==> src/rtl/fbsa_pkg.sv <==
`timescale 1ns / 1ps

package fbsa_pkg;

   // fixed field widths of the ports
   localparam int REQ_W      = 2;
   localparam int BNO_W      = 24;
   localparam int IDX_W      = 6;
   localparam int VAL_W      = 24;
   localparam int STAT_W     = 3;
   localparam int START_W    = 16;
   localparam int TOTAL_W    = 24;
   localparam int CSR_DATA_W = 24;
   localparam int CSR_IDX_W  = 1;

   // request codes
   localparam logic [REQ_W-1:0] REQ_ALLOC = 2'd0;
   localparam logic [REQ_W-1:0] REQ_FREE  = 2'd1;
   localparam logic [REQ_W-1:0] REQ_LOAD  = 2'd2;

   // register indexes
   localparam logic [CSR_IDX_W-1:0] CSR_DATA_START   = 1'd0;
   localparam logic [CSR_IDX_W-1:0] CSR_TOTAL_BLOCKS = 1'd1;

   typedef enum logic [STAT_W-1:0] {
      ST_OK            = 3'd0,
      ST_NO_SPACE      = 3'd1,
      ST_BAD_BLOCK     = 3'd2,
      ST_FREE_IGNORED  = 3'd3,
      ST_COUNT_CLAMPED = 3'd4
   } status_type;

   // which result the datapath builds
   typedef enum logic [2:0] {
      SEL_NO_SPACE,
      SEL_FREE_IGNORED,
      SEL_OK,
      SEL_LOAD,
      SEL_ALLOC,
      SEL_DUMP_COUNT,
      SEL_DUMP_ENTRY
   } rsp_sel_type;

   typedef struct packed {
      logic        capture;
      logic        rd_top;
      logic        wr_sentinel;
      logic        push;
      logic        load_apply;
      logic        flush_start;
      logic        flush_next;
      logic        flush_finish;
      logic        emit;
      rsp_sel_type sel;
   } fbsa_cmd_type;

   typedef struct packed {
      logic [REQ_W-1:0] req_kind;
      logic             count_zero;
      logic             count_full;
      logic             free_ok;
      logic             out_free;
      logic             flush_last;
   } fbsa_stat_type;

endpackage

==> src/rtl/free_block_stack_allocator_top.sv <==
`timescale 1ns / 1ps
// accept to response valid with the output register free: load, rejected free, empty
//    alloc and unknown request are answered from the exec state; alloc (cache ram read
//    of the stack top) via the alloc response state, plain free via the free push state
// free into a full cache: count word from the flush count state, then one flush word per
//    cycle while the output register is free, paced by the cache ram's single read port
// sync active-high reset clears count, fsm, result valid, resets config; ram undefined

module free_block_stack_allocator_top #(
   parameter int CACHE_ENTRIES = 50,
   parameter int BLOCK_BITS    = 24
) (
   input  logic                            clock,
   input  logic                            reset,
   // request channel
   input  logic                            req_valid,
   output logic                            req_stall,
   input  logic [fbsa_pkg::REQ_W-1:0]      req_type,
   input  logic [fbsa_pkg::BNO_W-1:0]      req_block_number,
   input  logic [fbsa_pkg::IDX_W-1:0]      req_load_index,
   input  logic [fbsa_pkg::VAL_W-1:0]      req_load_value,
   // configuration writes
   input  logic                            csr_write_enable,
   input  logic [fbsa_pkg::CSR_IDX_W-1:0]  csr_index,
   input  logic [fbsa_pkg::CSR_DATA_W-1:0] csr_write_data,
   // response channel
   output logic                            rsp_valid,
   input  logic                            rsp_stall,
   output logic [fbsa_pkg::STAT_W-1:0]     rsp_status,
   output logic [fbsa_pkg::BNO_W-1:0]      rsp_granted_block,
   output logic                            rsp_reload_needed,
   output logic                            rsp_dump_valid,
   output logic [fbsa_pkg::IDX_W-1:0]      rsp_dump_index,
   output logic [fbsa_pkg::VAL_W-1:0]      rsp_dump_value,
   output logic                            rsp_last
);

   import fbsa_pkg::*;

   // command and status between fsm and datapath
   fbsa_cmd_type  cmd;
   fbsa_stat_type stat;

   // fsm: one request transaction at a time, sequences ram reads and writes
   // and decides when a response transaction is loaded into the output register
   fbsa_ctrl u_ctrl (
      .clock     (clock),
      .reset     (reset),
      .req_valid (req_valid),
      .req_stall (req_stall),
      .stat      (stat),
      .cmd       (cmd)
   );

   // datapath: config registers, stack count, cache ram, range checks,
   // response register (holds a result while the fsm moves on)
   fbsa_dp #(
      .CACHE_ENTRIES (CACHE_ENTRIES),
      .BLOCK_BITS    (BLOCK_BITS)
   ) u_dp (
      .clock             (clock),
      .reset             (reset),
      .cmd               (cmd),
      .stat              (stat),
      .req_type          (req_type),
      .req_block_number  (req_block_number),
      .req_load_index    (req_load_index),
      .req_load_value    (req_load_value),
      .csr_write_enable  (csr_write_enable),
      .csr_index         (csr_index),
      .csr_write_data    (csr_write_data),
      .rsp_valid         (rsp_valid),
      .rsp_stall         (rsp_stall),
      .rsp_status        (rsp_status),
      .rsp_granted_block (rsp_granted_block),
      .rsp_reload_needed (rsp_reload_needed),
      .rsp_dump_valid    (rsp_dump_valid),
      .rsp_dump_index    (rsp_dump_index),
      .rsp_dump_value    (rsp_dump_value),
      .rsp_last          (rsp_last)
   );

   // a new result is only loaded when the output register is free
   a_emit_when_free : assert property (@(posedge clock) disable iff (reset)
      cmd.emit |-> stat.out_free)
      else $error("response loaded over a pending response");

   // at most one cache write or count update source per cycle
   a_one_update : assert property (@(posedge clock) disable iff (reset)
      $onehot0({cmd.rd_top, cmd.wr_sentinel, cmd.push, cmd.load_apply, cmd.flush_finish}))
      else $error("conflicting cache updates");

   // an accepted request makes the block busy in the next cycle
   a_busy_after_accept : assert property (@(posedge clock) disable iff (reset)
      (req_valid && !req_stall) |=> req_stall)
      else $error("request accepted while previous one still in work");

   // flush words and reload flags never mix, and reload comes with a granted block
   a_dump_fields : assert property (@(posedge clock) disable iff (reset)
      (rsp_valid && rsp_reload_needed) |->
         (!rsp_dump_valid && (rsp_status == ST_OK || rsp_status == ST_BAD_BLOCK)))
      else $error("reload flag on a response that is not a grant");

endmodule

==> src/rtl/fbsa_ram.sv <==
`timescale 1ns / 1ps

module fbsa_ram #(
   parameter int WIDTH = 24,
   parameter int DEPTH = 50
) (
   input  logic                     clock,
   input  logic                     wr_en,
   input  logic [$clog2(DEPTH)-1:0] wr_addr,
   input  logic [WIDTH-1:0]         wr_data,
   input  logic                     rd_en,
   input  logic [$clog2(DEPTH)-1:0] rd_addr,
   output logic [WIDTH-1:0]         rd_data
);

   logic [WIDTH-1:0] mem [DEPTH];
   logic [WIDTH-1:0] rd_data_ff;

   always_ff @(posedge clock) begin
      if (wr_en) begin
         mem[wr_addr] <= wr_data;
      end
      if (rd_en) begin
         rd_data_ff <= mem[rd_addr];
      end
   end

   assign rd_data = rd_data_ff;

endmodule

==> src/rtl/fbsa_ctrl.sv <==
`timescale 1ns / 1ps

module fbsa_ctrl (
   input  logic                    clock,
   input  logic                    reset,
   input  logic                    req_valid,
   output logic                    req_stall,
   input  fbsa_pkg::fbsa_stat_type stat,
   output fbsa_pkg::fbsa_cmd_type  cmd
);

   import fbsa_pkg::*;

   typedef enum logic [5:0] {
      S_IDLE        = 6'b000001,
      S_EXEC        = 6'b000010,
      S_ALLOC_RESP  = 6'b000100,
      S_FREE_PUSH   = 6'b001000,
      S_FLUSH_COUNT = 6'b010000,
      S_FLUSH_ENTRY = 6'b100000
   } state_type;

   state_type state_ff, state_in;

   always_ff @(posedge clock) begin
      if (reset) begin
         state_ff <= S_IDLE;
      end else begin
         state_ff <= state_in;
      end
   end

   always_comb begin
      state_in = state_ff;
      cmd      = '0;
      cmd.sel  = SEL_OK;
      case (state_ff)
         S_IDLE: begin
            if (req_valid) begin
               cmd.capture = 1'b1;
               state_in    = S_EXEC;
            end
         end
         S_EXEC: begin
            case (stat.req_kind)
               REQ_ALLOC: begin
                  if (stat.count_zero) begin
                     cmd.sel = SEL_NO_SPACE;
                     if (stat.out_free) begin
                        cmd.emit = 1'b1;
                        state_in = S_IDLE;
                     end
                  end else begin
                     cmd.rd_top = 1'b1;
                     state_in   = S_ALLOC_RESP;
                  end
               end
               REQ_FREE: begin
                  if (!stat.free_ok) begin
                     cmd.sel = SEL_FREE_IGNORED;
                     if (stat.out_free) begin
                        cmd.emit = 1'b1;
                        state_in = S_IDLE;
                     end
                  end else if (stat.count_zero) begin
                     cmd.wr_sentinel = 1'b1;
                     state_in        = S_FREE_PUSH;
                  end else if (stat.count_full) begin
                     state_in = S_FLUSH_COUNT;
                  end else begin
                     state_in = S_FREE_PUSH;
                  end
               end
               REQ_LOAD: begin
                  cmd.sel = SEL_LOAD;
                  if (stat.out_free) begin
                     cmd.load_apply = 1'b1;
                     cmd.emit       = 1'b1;
                     state_in       = S_IDLE;
                  end
               end
               default: begin
                  // unknown request: one plain ok result
                  cmd.sel = SEL_OK;
                  if (stat.out_free) begin
                     cmd.emit = 1'b1;
                     state_in = S_IDLE;
                  end
               end
            endcase
         end
         S_ALLOC_RESP: begin
            cmd.sel = SEL_ALLOC;
            if (stat.out_free) begin
               cmd.emit = 1'b1;
               state_in = S_IDLE;
            end
         end
         S_FREE_PUSH: begin
            cmd.sel = SEL_OK;
            if (stat.out_free) begin
               cmd.push = 1'b1;
               cmd.emit = 1'b1;
               state_in = S_IDLE;
            end
         end
         S_FLUSH_COUNT: begin
            cmd.sel = SEL_DUMP_COUNT;
            if (stat.out_free) begin
               cmd.emit        = 1'b1;
               cmd.flush_start = 1'b1;
               state_in        = S_FLUSH_ENTRY;
            end
         end
         S_FLUSH_ENTRY: begin
            cmd.sel = SEL_DUMP_ENTRY;
            if (stat.out_free) begin
               cmd.emit = 1'b1;
               if (stat.flush_last) begin
                  cmd.flush_finish = 1'b1;
                  state_in         = S_IDLE;
               end else begin
                  cmd.flush_next = 1'b1;
               end
            end
         end
         default: begin
            state_in = S_IDLE;
         end
      endcase
   end

   assign req_stall = (state_ff != S_IDLE);

endmodule

==> src/rtl/fbsa_dp.sv <==
`timescale 1ns / 1ps

module fbsa_dp #(
   parameter int CACHE_ENTRIES = 50,
   parameter int BLOCK_BITS    = 24
) (
   input  logic                                clock,
   input  logic                                reset,
   input  fbsa_pkg::fbsa_cmd_type              cmd,
   output fbsa_pkg::fbsa_stat_type             stat,
   input  logic [fbsa_pkg::REQ_W-1:0]          req_type,
   input  logic [fbsa_pkg::BNO_W-1:0]          req_block_number,
   input  logic [fbsa_pkg::IDX_W-1:0]          req_load_index,
   input  logic [fbsa_pkg::VAL_W-1:0]          req_load_value,
   input  logic                                csr_write_enable,
   input  logic [fbsa_pkg::CSR_IDX_W-1:0]      csr_index,
   input  logic [fbsa_pkg::CSR_DATA_W-1:0]     csr_write_data,
   output logic                                rsp_valid,
   input  logic                                rsp_stall,
   output logic [fbsa_pkg::STAT_W-1:0]         rsp_status,
   output logic [fbsa_pkg::BNO_W-1:0]          rsp_granted_block,
   output logic                                rsp_reload_needed,
   output logic                                rsp_dump_valid,
   output logic [fbsa_pkg::IDX_W-1:0]          rsp_dump_index,
   output logic [fbsa_pkg::VAL_W-1:0]          rsp_dump_value,
   output logic                                rsp_last
);

   import fbsa_pkg::*;

   localparam int ADDR_W  = $clog2(CACHE_ENTRIES);
   localparam int COUNT_W = $clog2(CACHE_ENTRIES + 1);
   localparam int CMP_W   = (BLOCK_BITS > BNO_W) ? BLOCK_BITS : BNO_W;

   // configuration
   logic [START_W-1:0] data_start_ff;
   logic [TOTAL_W-1:0] total_blocks_ff;

   always_ff @(posedge clock) begin
      if (reset) begin
         data_start_ff   <= START_W'(2);
         total_blocks_ff <= '0;
      end else if (csr_write_enable) begin
         case (csr_index)
            CSR_DATA_START:   data_start_ff   <= csr_write_data[START_W-1:0];
            CSR_TOTAL_BLOCKS: total_blocks_ff <= csr_write_data[TOTAL_W-1:0];
            default:          ;
         endcase
      end
   end

   // latched request
   logic [REQ_W-1:0] req_type_ff;
   logic [BNO_W-1:0] bno_ff;
   logic [IDX_W-1:0] lidx_ff;
   logic [VAL_W-1:0] lval_ff;

   always_ff @(posedge clock) begin
      if (cmd.capture) begin
         req_type_ff <= req_type;
         bno_ff      <= req_block_number;
         lidx_ff     <= req_load_index;
         lval_ff     <= req_load_value;
      end
   end

   // stack count and flush pointer
   logic [COUNT_W-1:0] count_ff, count_in;
   logic [ADDR_W-1:0]  ptr_ff, ptr_in;
   logic [COUNT_W-1:0] count_m1;
   logic [IDX_W-1:0]   lidx_m1;
   logic               lval_clamp;
   logic               load_entry;

   assign count_m1   = count_ff - COUNT_W'(1);
   assign lidx_m1    = lidx_ff - IDX_W'(1);
   assign lval_clamp = (lval_ff > VAL_W'(CACHE_ENTRIES));
   assign load_entry = (lidx_ff != '0) && (lidx_ff <= IDX_W'(CACHE_ENTRIES));

   always_comb begin
      count_in = count_ff;
      ptr_in   = ptr_ff;
      if (cmd.rd_top) begin
         count_in = count_m1;
      end
      if (cmd.wr_sentinel || cmd.flush_finish) begin
         count_in = COUNT_W'(1);
      end
      if (cmd.push) begin
         count_in = count_ff + COUNT_W'(1);
      end
      if (cmd.load_apply && (lidx_ff == '0)) begin
         count_in = lval_clamp ? COUNT_W'(CACHE_ENTRIES) : lval_ff[COUNT_W-1:0];
      end
      if (cmd.flush_start) begin
         ptr_in = '0;
      end
      if (cmd.flush_next) begin
         ptr_in = ptr_ff + ADDR_W'(1);
      end
   end

   always_ff @(posedge clock) begin
      if (reset) begin
         count_ff <= '0;
      end else begin
         count_ff <= count_in;
      end
      ptr_ff <= ptr_in;
   end

   // block values kept at BLOCK_BITS
   logic [CMP_W-1:0]      bno_ext;
   logic [CMP_W-1:0]      lval_ext;
   logic [BLOCK_BITS-1:0] bno_blk;
   logic [BLOCK_BITS-1:0] lval_blk;

   assign bno_ext  = CMP_W'(bno_ff);
   assign lval_ext = CMP_W'(lval_ff);
   assign bno_blk  = bno_ext[BLOCK_BITS-1:0];
   assign lval_blk = lval_ext[BLOCK_BITS-1:0];

   // cache memory
   logic                  ram_wr_en;
   logic [ADDR_W-1:0]     ram_wr_addr;
   logic [BLOCK_BITS-1:0] ram_wr_data;
   logic                  ram_rd_en;
   logic [ADDR_W-1:0]     ram_rd_addr;
   logic [BLOCK_BITS-1:0] ram_rd_data;

   always_comb begin
      ram_wr_en   = 1'b0;
      ram_wr_addr = '0;
      ram_wr_data = '0;
      if (cmd.wr_sentinel) begin
         ram_wr_en = 1'b1;
      end else if (cmd.push) begin
         ram_wr_en   = 1'b1;
         ram_wr_addr = count_ff[ADDR_W-1:0];
         ram_wr_data = bno_blk;
      end else if (cmd.flush_finish) begin
         ram_wr_en   = 1'b1;
         ram_wr_data = bno_blk;
      end else if (cmd.load_apply && load_entry) begin
         ram_wr_en   = 1'b1;
         ram_wr_addr = lidx_m1[ADDR_W-1:0];
         ram_wr_data = lval_blk;
      end
   end

   always_comb begin
      ram_rd_en   = cmd.rd_top || cmd.flush_start || cmd.flush_next;
      ram_rd_addr = '0;
      if (cmd.rd_top) begin
         ram_rd_addr = count_m1[ADDR_W-1:0];
      end else if (cmd.flush_next) begin
         ram_rd_addr = ptr_ff + ADDR_W'(1);
      end
   end

   fbsa_ram #(
      .WIDTH (BLOCK_BITS),
      .DEPTH (CACHE_ENTRIES)
   ) u_ram (
      .clock   (clock),
      .wr_en   (ram_wr_en),
      .wr_addr (ram_wr_addr),
      .wr_data (ram_wr_data),
      .rd_en   (ram_rd_en),
      .rd_addr (ram_rd_addr),
      .rd_data (ram_rd_data)
   );

   // range checks
   logic [CMP_W-1:0] rd_ext;
   logic [CMP_W-1:0] start_ext;
   logic [CMP_W-1:0] total_ext;
   logic [CMP_W-1:0] bno_blk_ext;
   logic             free_in_range;
   logic             pop_in_range;

   assign rd_ext        = CMP_W'(ram_rd_data);
   assign start_ext     = CMP_W'(data_start_ff);
   assign total_ext     = CMP_W'(total_blocks_ff);
   assign bno_blk_ext   = CMP_W'(bno_blk);
   assign free_in_range = (bno_blk_ext >= start_ext) && (bno_blk_ext < total_ext);
   assign pop_in_range  = (rd_ext >= start_ext) && (rd_ext < total_ext);

   // result register
   logic               rsp_valid_ff;
   logic [STAT_W-1:0]  rsp_status_ff, rsp_status_in;
   logic [BNO_W-1:0]   rsp_granted_ff, rsp_granted_in;
   logic               rsp_reload_ff, rsp_reload_in;
   logic               rsp_dump_valid_ff, rsp_dump_valid_in;
   logic [IDX_W-1:0]   rsp_dump_index_ff, rsp_dump_index_in;
   logic [VAL_W-1:0]   rsp_dump_value_ff, rsp_dump_value_in;
   logic               rsp_last_ff, rsp_last_in;
   logic               out_free;

   assign out_free = !rsp_valid_ff || !rsp_stall;

   always_comb begin
      rsp_status_in     = ST_OK;
      rsp_granted_in    = '0;
      rsp_reload_in     = 1'b0;
      rsp_dump_valid_in = 1'b0;
      rsp_dump_index_in = '0;
      rsp_dump_value_in = '0;
      rsp_last_in       = 1'b1;
      case (cmd.sel)
         SEL_NO_SPACE:     rsp_status_in = ST_NO_SPACE;
         SEL_FREE_IGNORED: rsp_status_in = ST_FREE_IGNORED;
         SEL_OK:           rsp_status_in = ST_OK;
         SEL_LOAD: begin
            if ((lidx_ff == '0) && lval_clamp) begin
               rsp_status_in = ST_COUNT_CLAMPED;
            end
         end
         SEL_ALLOC: begin
            // zero sentinel means the chain has ended
            if (ram_rd_data == '0) begin
               rsp_status_in = ST_NO_SPACE;
            end else begin
               rsp_status_in  = pop_in_range ? ST_OK : ST_BAD_BLOCK;
               rsp_granted_in = rd_ext[BNO_W-1:0];
               rsp_reload_in  = (count_ff == '0);
            end
         end
         SEL_DUMP_COUNT: begin
            rsp_dump_valid_in = 1'b1;
            rsp_dump_value_in = VAL_W'(count_ff);
            rsp_last_in       = 1'b0;
         end
         SEL_DUMP_ENTRY: begin
            rsp_dump_valid_in = 1'b1;
            rsp_dump_index_in = IDX_W'(ptr_ff) + IDX_W'(1);
            rsp_dump_value_in = rd_ext[VAL_W-1:0];
            rsp_last_in       = (ptr_ff == ADDR_W'(CACHE_ENTRIES - 1));
         end
         default: ;
      endcase
   end

   always_ff @(posedge clock) begin
      if (reset) begin
         rsp_valid_ff <= 1'b0;
      end else if (cmd.emit) begin
         rsp_valid_ff <= 1'b1;
      end else if (!rsp_stall) begin
         rsp_valid_ff <= 1'b0;
      end
   end

   always_ff @(posedge clock) begin
      if (cmd.emit) begin
         rsp_status_ff     <= rsp_status_in;
         rsp_granted_ff    <= rsp_granted_in;
         rsp_reload_ff     <= rsp_reload_in;
         rsp_dump_valid_ff <= rsp_dump_valid_in;
         rsp_dump_index_ff <= rsp_dump_index_in;
         rsp_dump_value_ff <= rsp_dump_value_in;
         rsp_last_ff       <= rsp_last_in;
      end
   end

   assign rsp_valid         = rsp_valid_ff;
   assign rsp_status        = rsp_status_ff;
   assign rsp_granted_block = rsp_granted_ff;
   assign rsp_reload_needed = rsp_reload_ff;
   assign rsp_dump_valid    = rsp_dump_valid_ff;
   assign rsp_dump_index    = rsp_dump_index_ff;
   assign rsp_dump_value    = rsp_dump_value_ff;
   assign rsp_last          = rsp_last_ff;

   // status to controller
   assign stat.req_kind   = req_type_ff;
   assign stat.count_zero = (count_ff == '0);
   assign stat.count_full = (count_ff >= COUNT_W'(CACHE_ENTRIES));
   assign stat.free_ok    = free_in_range;
   assign stat.out_free   = out_free;
   assign stat.flush_last = (ptr_ff == ADDR_W'(CACHE_ENTRIES - 1));

endmodule

==> config.mk <==
export PLATFORM = sky130hd
export DESIGN_NAME = free_block_stack_allocator_top
export DESIGN_NICKNAME = d
export VERILOG_FILES = /design/src/rtl/fbsa_pkg.sv /design/src/rtl/free_block_stack_allocator_top.sv /design/src/rtl/fbsa_ram.sv /design/src/rtl/fbsa_ctrl.sv /design/src/rtl/fbsa_dp.sv
export SDC_FILE = /design/constraint.sdc
export NUM_CORES = 2
export LEC_CHECK = 0
export BUFFER_PORTS_ARGS = -buffer_cell sky130_fd_sc_hd__buf_4
export CAP_MARGIN = 15
export CORE_ASPECT_RATIO = 1.75
export CORE_MARGIN = 4
export CORE_UTILIZATION = 35
export DETAILED_ROUTE_END_ITERATION = 8
export GPL_TIMING_DRIVEN = 0
export PLACE_DENSITY = 0.48
export SYNTH_ARGS = -nofsm -noshare
export SYNTH_HDL_FRONTEND = slang
export SYNTH_SLANG_ARGS = --single-unit
==> constraint.sdc <==
create_clock -name clock -period 9.35 [get_ports clock]
set_clock_uncertainty 0.05 [all_clocks]
set_input_delay 0.935 -clock clock [delete_from_list [all_inputs] [get_ports clock]]
set_output_delay 0.935 -clock clock [all_outputs]
set_load 0.03 [all_outputs]
==> results by group <==
GRT
  • First-pass GRT wire length: 355000 µm
  • Tot GR Track Use: 31.3%
  • Largest net degree at the start of global routing: 51
  • Initial antenna violation count: 19
  • Vias in the first global route: 38997
  • Congestion Overflow GR: 0

Outcome
  • Failing checks: capacitance limit, slew limit
  • Status: complete, but fails checks

Synth
  • Warnings, synthesis: 0
  • Post-synth top area cell: edfxtp_1
  • Post-synthesis sequential area ratio: 72.1%
  • Synth Instances: 4264
  • Count of different cell masters after synthesis: 83
  • EDFF count, synth: between 1000 and 1500
  • Post-synth top flop: edfxtp_1
  • Synthesized area: 57500 µm²
  • Leading post-synthesis cells by cell area: edfxtp_1 (70%), nand2_1 (6.6%), nand3_1 (3.0%)
  • Syn avg cell area: around 13 µm²
  • Top cell type's share of synthesized area: 70.2%
  • Synth Net Count: about 4400
  • Ys async rst share: 0%
  • Register bit total from synthesis: 1399

Floorplan
  • Die Y-Extent: 544 µm
  • Starting density of the core: 35.2%
  • Io pins: around 150
  • Row count: 196
  • Die X: 315 µm
  • Core ar.: 163000 µm²
  • Die area: about 170000 µm²

Detailed routing
  • ANT nets after route: 0
  • # DRC: 0
  • Wire length on met3: 20400 µm
  • Initial DRC Count: approximately 5200
  • Total wire length: ~270000 µm
  • DR WL/cell: 39.1 µm
  • WL met1: 83800 µm
  • Drt pass-1 iters: 6
  • Vias: approximately 41000
  • Via density: 5.81
  • Met2 WL post-DR: 134000 µm
  • Top sig layer: met5

Flow run
  • Total of max-cap violations: 1

Clocking
  • Root Driver: clkbuf_16
  • Hold_buf cts: 0
  • Clock slew at reported path FFs: around 70 ps
  • H-tree level count: 4
  • TritonCTS buffer count: 139
  • Setup Buffers After CTS: 0
  • CTS max path bufs: 4
  • CTS resizes: 0
  • Clock Latency Late Sink: 820 ps
  • Clk sink count: 1399
  • CTS tree: yes

Timing
  • Actual slew at the worst max-slew pin: 1500 ps
  • Worst relative slew slack: -0.219%
  • Post-layout minimum cycle time: just under 6000 ps
  • Setup_tns: 0 ps
  • Final hold vios: 0
  • Final period util: 63.8%
  • Max Slew Vio Count: 6
  • RSZ-0062 raised after global routing: false
  • Fmax: between 150 and 200 MHz
  • Setup violators final: 0

Place
  • I/O Buffers: 147
  • Placement Cell Area: 64200 µm²
  • HPWL after DPL: 200000 µm
  • Placer Congestion: 0.971

Pwr
  • Peak VDD IR: between 100 and 150 µV
  • Leak: 25.1 nW
  • PwrDens: 191 nW/µm²

Min path
  • Hold Crit Start: req_block_number[23]
  • Hold/Removal Path Class: input port to flop
  • Hold depth: 1
  • Hold EP: u_dp.bno_blk[23]

Worst setup path
  • RR Endpoint: u_dp.u_ram.rd_data[4]
  • Startpoint class of the critical path: flop
  • Critical path type: flop to flop
  • R2R cell count: 10
  • Worst R2R Start: u_dp.count_ff[1]
  • Critical Path End Type: flop
  • Worst path arrival time: ~6400 ps
  • R2R setup slack: 3380 ps
  • Critical Path Fanout Max: 10
  • CP required: 9740 ps

Cells and area
  • Final Cell Area: around 70000 µm²
  • Fin nets: 4847
  • Area Overhead vs Synth: 19.0%
  • Share of layout cells above drive strength 1: approximately 15%
cell families (layout without fill, tap and decap cells):
kind of cell | count (synthesis) | after routing | share of synthesized area, %
DFF | 1399 | 1399 | 72.1
buffers and inverters | 297 | 797 | 2.71
xor gates and xnor gates | 21 | 21 | 0.320
other | 0 | 28 | 0
AOI/OAI and AO/OA | 525 | 525 | 6.36
and+or+nand+nor | 1766 | 1766 | 13.7
muxes | 170 | 170 | 3.00
adders and majority gates | 86 | 86 | 1.87
report_power, final:
| part | internal, W | leakage [nW] | total, W | switching (W) |
|---|---|---|---|---|
| clock | 0.00297 | 2.01 | 0.00542 | 0.00244 |
| combinational | 0.000212 | 8.45 | 0.000673 | 0.000460 |
| sequential | 0.00694 | 14.6 | 0.00702 | 0.0000826 |
| total | 0.0101 | 25.1 | 0.0131 | 0.00299 |
registers in the layout, summed over array words and instances (netlist names):
signal,cells
u_dp.total_blocks_ff,24
u_dp.rsp_last,1
u_dp.rsp_reload_needed,1
u_ctrl.state_ff,6
u_dp.rsp_status,3
u_dp.rsp_dump_value,24
u_dp.ptr_ff,6
u_dp.rsp_granted_block,24
u_dp.rsp_dump_index,6
u_dp.rsp_valid,1
u_dp.count_ff,6
u_dp.u_ram.rd_data,24
u_dp.data_start_ff,16
u_dp.u_ram.mem,1200
u_dp.lval_blk,24
u_dp.lidx_ff,6
u_dp.rsp_dump_valid,1
u_dp.bno_blk,24
u_dp.req_type_ff,2
per-stage QoR:
stage               worst slack [ps]  cells  util [%]  power, W  hold slack, ps
floorplan                       3900   4264         -   0.00747             386
global placement                1310   6589      37.6   0.00779             394
detailed placement              3090   6708      39.3   0.00782             398
CTS                             3500   6938      41.8    0.0131             243
global route                    3550   6965      41.9    0.0134             236
finish                          3380   6970      41.9    0.0131             253
how the worst max path moves through the flow:
stage,endpoint,start,depth (start not counted)
2_1_floorplan,u_dp.rsp_dump_index[0],u_dp.bno_blk[2],9
3_3_place_gp,u_dp.u_ram.mem[8][9],u_dp.bno_blk[1],8
4_1_cts,u_dp.u_ram.rd_data[22],u_dp.ptr_ff[0],12
6_report,u_dp.u_ram.rd_data[4],u_dp.count_ff[1],10
3_5_place_dp,u_dp.u_ram.rd_data[22],rsp_stall,13
5_1_grt,u_dp.u_ram.rd_data[4],u_dp.count_ff[0],11
Yosys cell counts, types with 9 or more instances:
cell,n
nor2b_1,9
xor2_1,10
o221ai_1,14
nor3_1,35
o21ai_1,13
nand4_1,22
o22ai_1,44
clkbuf_1,88
or3_1,12
a21oi_1,171
xnor2_1,11
nand2b_1,11
nor4_1,46
a22o_1,28
buf_4,36
buf_2,89
dfxtp_1,53
ha_1,86
and3_1,71
o21ai_0,35
a311oi_1,64
a211oi_1,10
nor2_1,111
and2_1,51
a31oi_1,24
inv_1,52
edfxtp_1,1346
mux2_2,20
and4_1,9
a32o_1,13
a21o_1,20
mux2i_1,150
nand3_1,346
nand2_1,1019
buf_6,21
layout make-up:
type                            count  area [µm²]
Fill cell                       15134       94900
Sequential cell                  1399       41500
Multi-Input combinational cell   2568       15000
Clock buffer                      168        3630
Timing Repair Buffer              270        3470
Tap cell                         2178        2730
Buffer                            245        1370
Clock inverter                     62         498
Inverter                           52         195
Antenna cell                       28        70.1
worst max-delay path, stage by stage, from the launching register on:
cell and delay (ps):
dfxtp_1 600, inv_1 150, ha_1 280, xor2_1 500, o2111ai_2 360, nor2_1 420, or2_2 200, clkbuf_1 910
buf_2 700, nand3_1 330, a311oi_1 1030
placed cells by master, fill, tap and decap left out, types with 23 or more instances in the layout:
cell type	netlist	final
diode_2	0	28
buf_16	0	26
buf_4	36	189
and3_1	71	71
nor3_1	35	34
nand3_1	346	346
a31oi_1	24	23
nor2_4	0	51
mux2i_1	150	150
dfxtp_1	53	53
buf_6	21	29
nand2_1	1019	1019
nor2_1	111	60
a311oi_1	64	61
a21oi_1	171	168
inv_1	52	52
buf_2	89	94
o21ai_0	35	33
edfxtp_1	1346	1346
a22o_2	0	23
ha_1	86	86
nor4_1	46	43
o22ai_1	44	44
buf_12	1	61
clkbuf_16	0	140
clkbuf_1	88	112
and2_1	51	51
clkinv_1	0	31
routing by layer:
metal  vias to the layer above  GRT usage, %
met4                         4          31.2
met3                       867          6.18
met1                     20471          30.6
met2                      2429          54.0
li1                      16731             -
met5                         -             0
No activity file was read; power rests on OpenSTA's default activity.
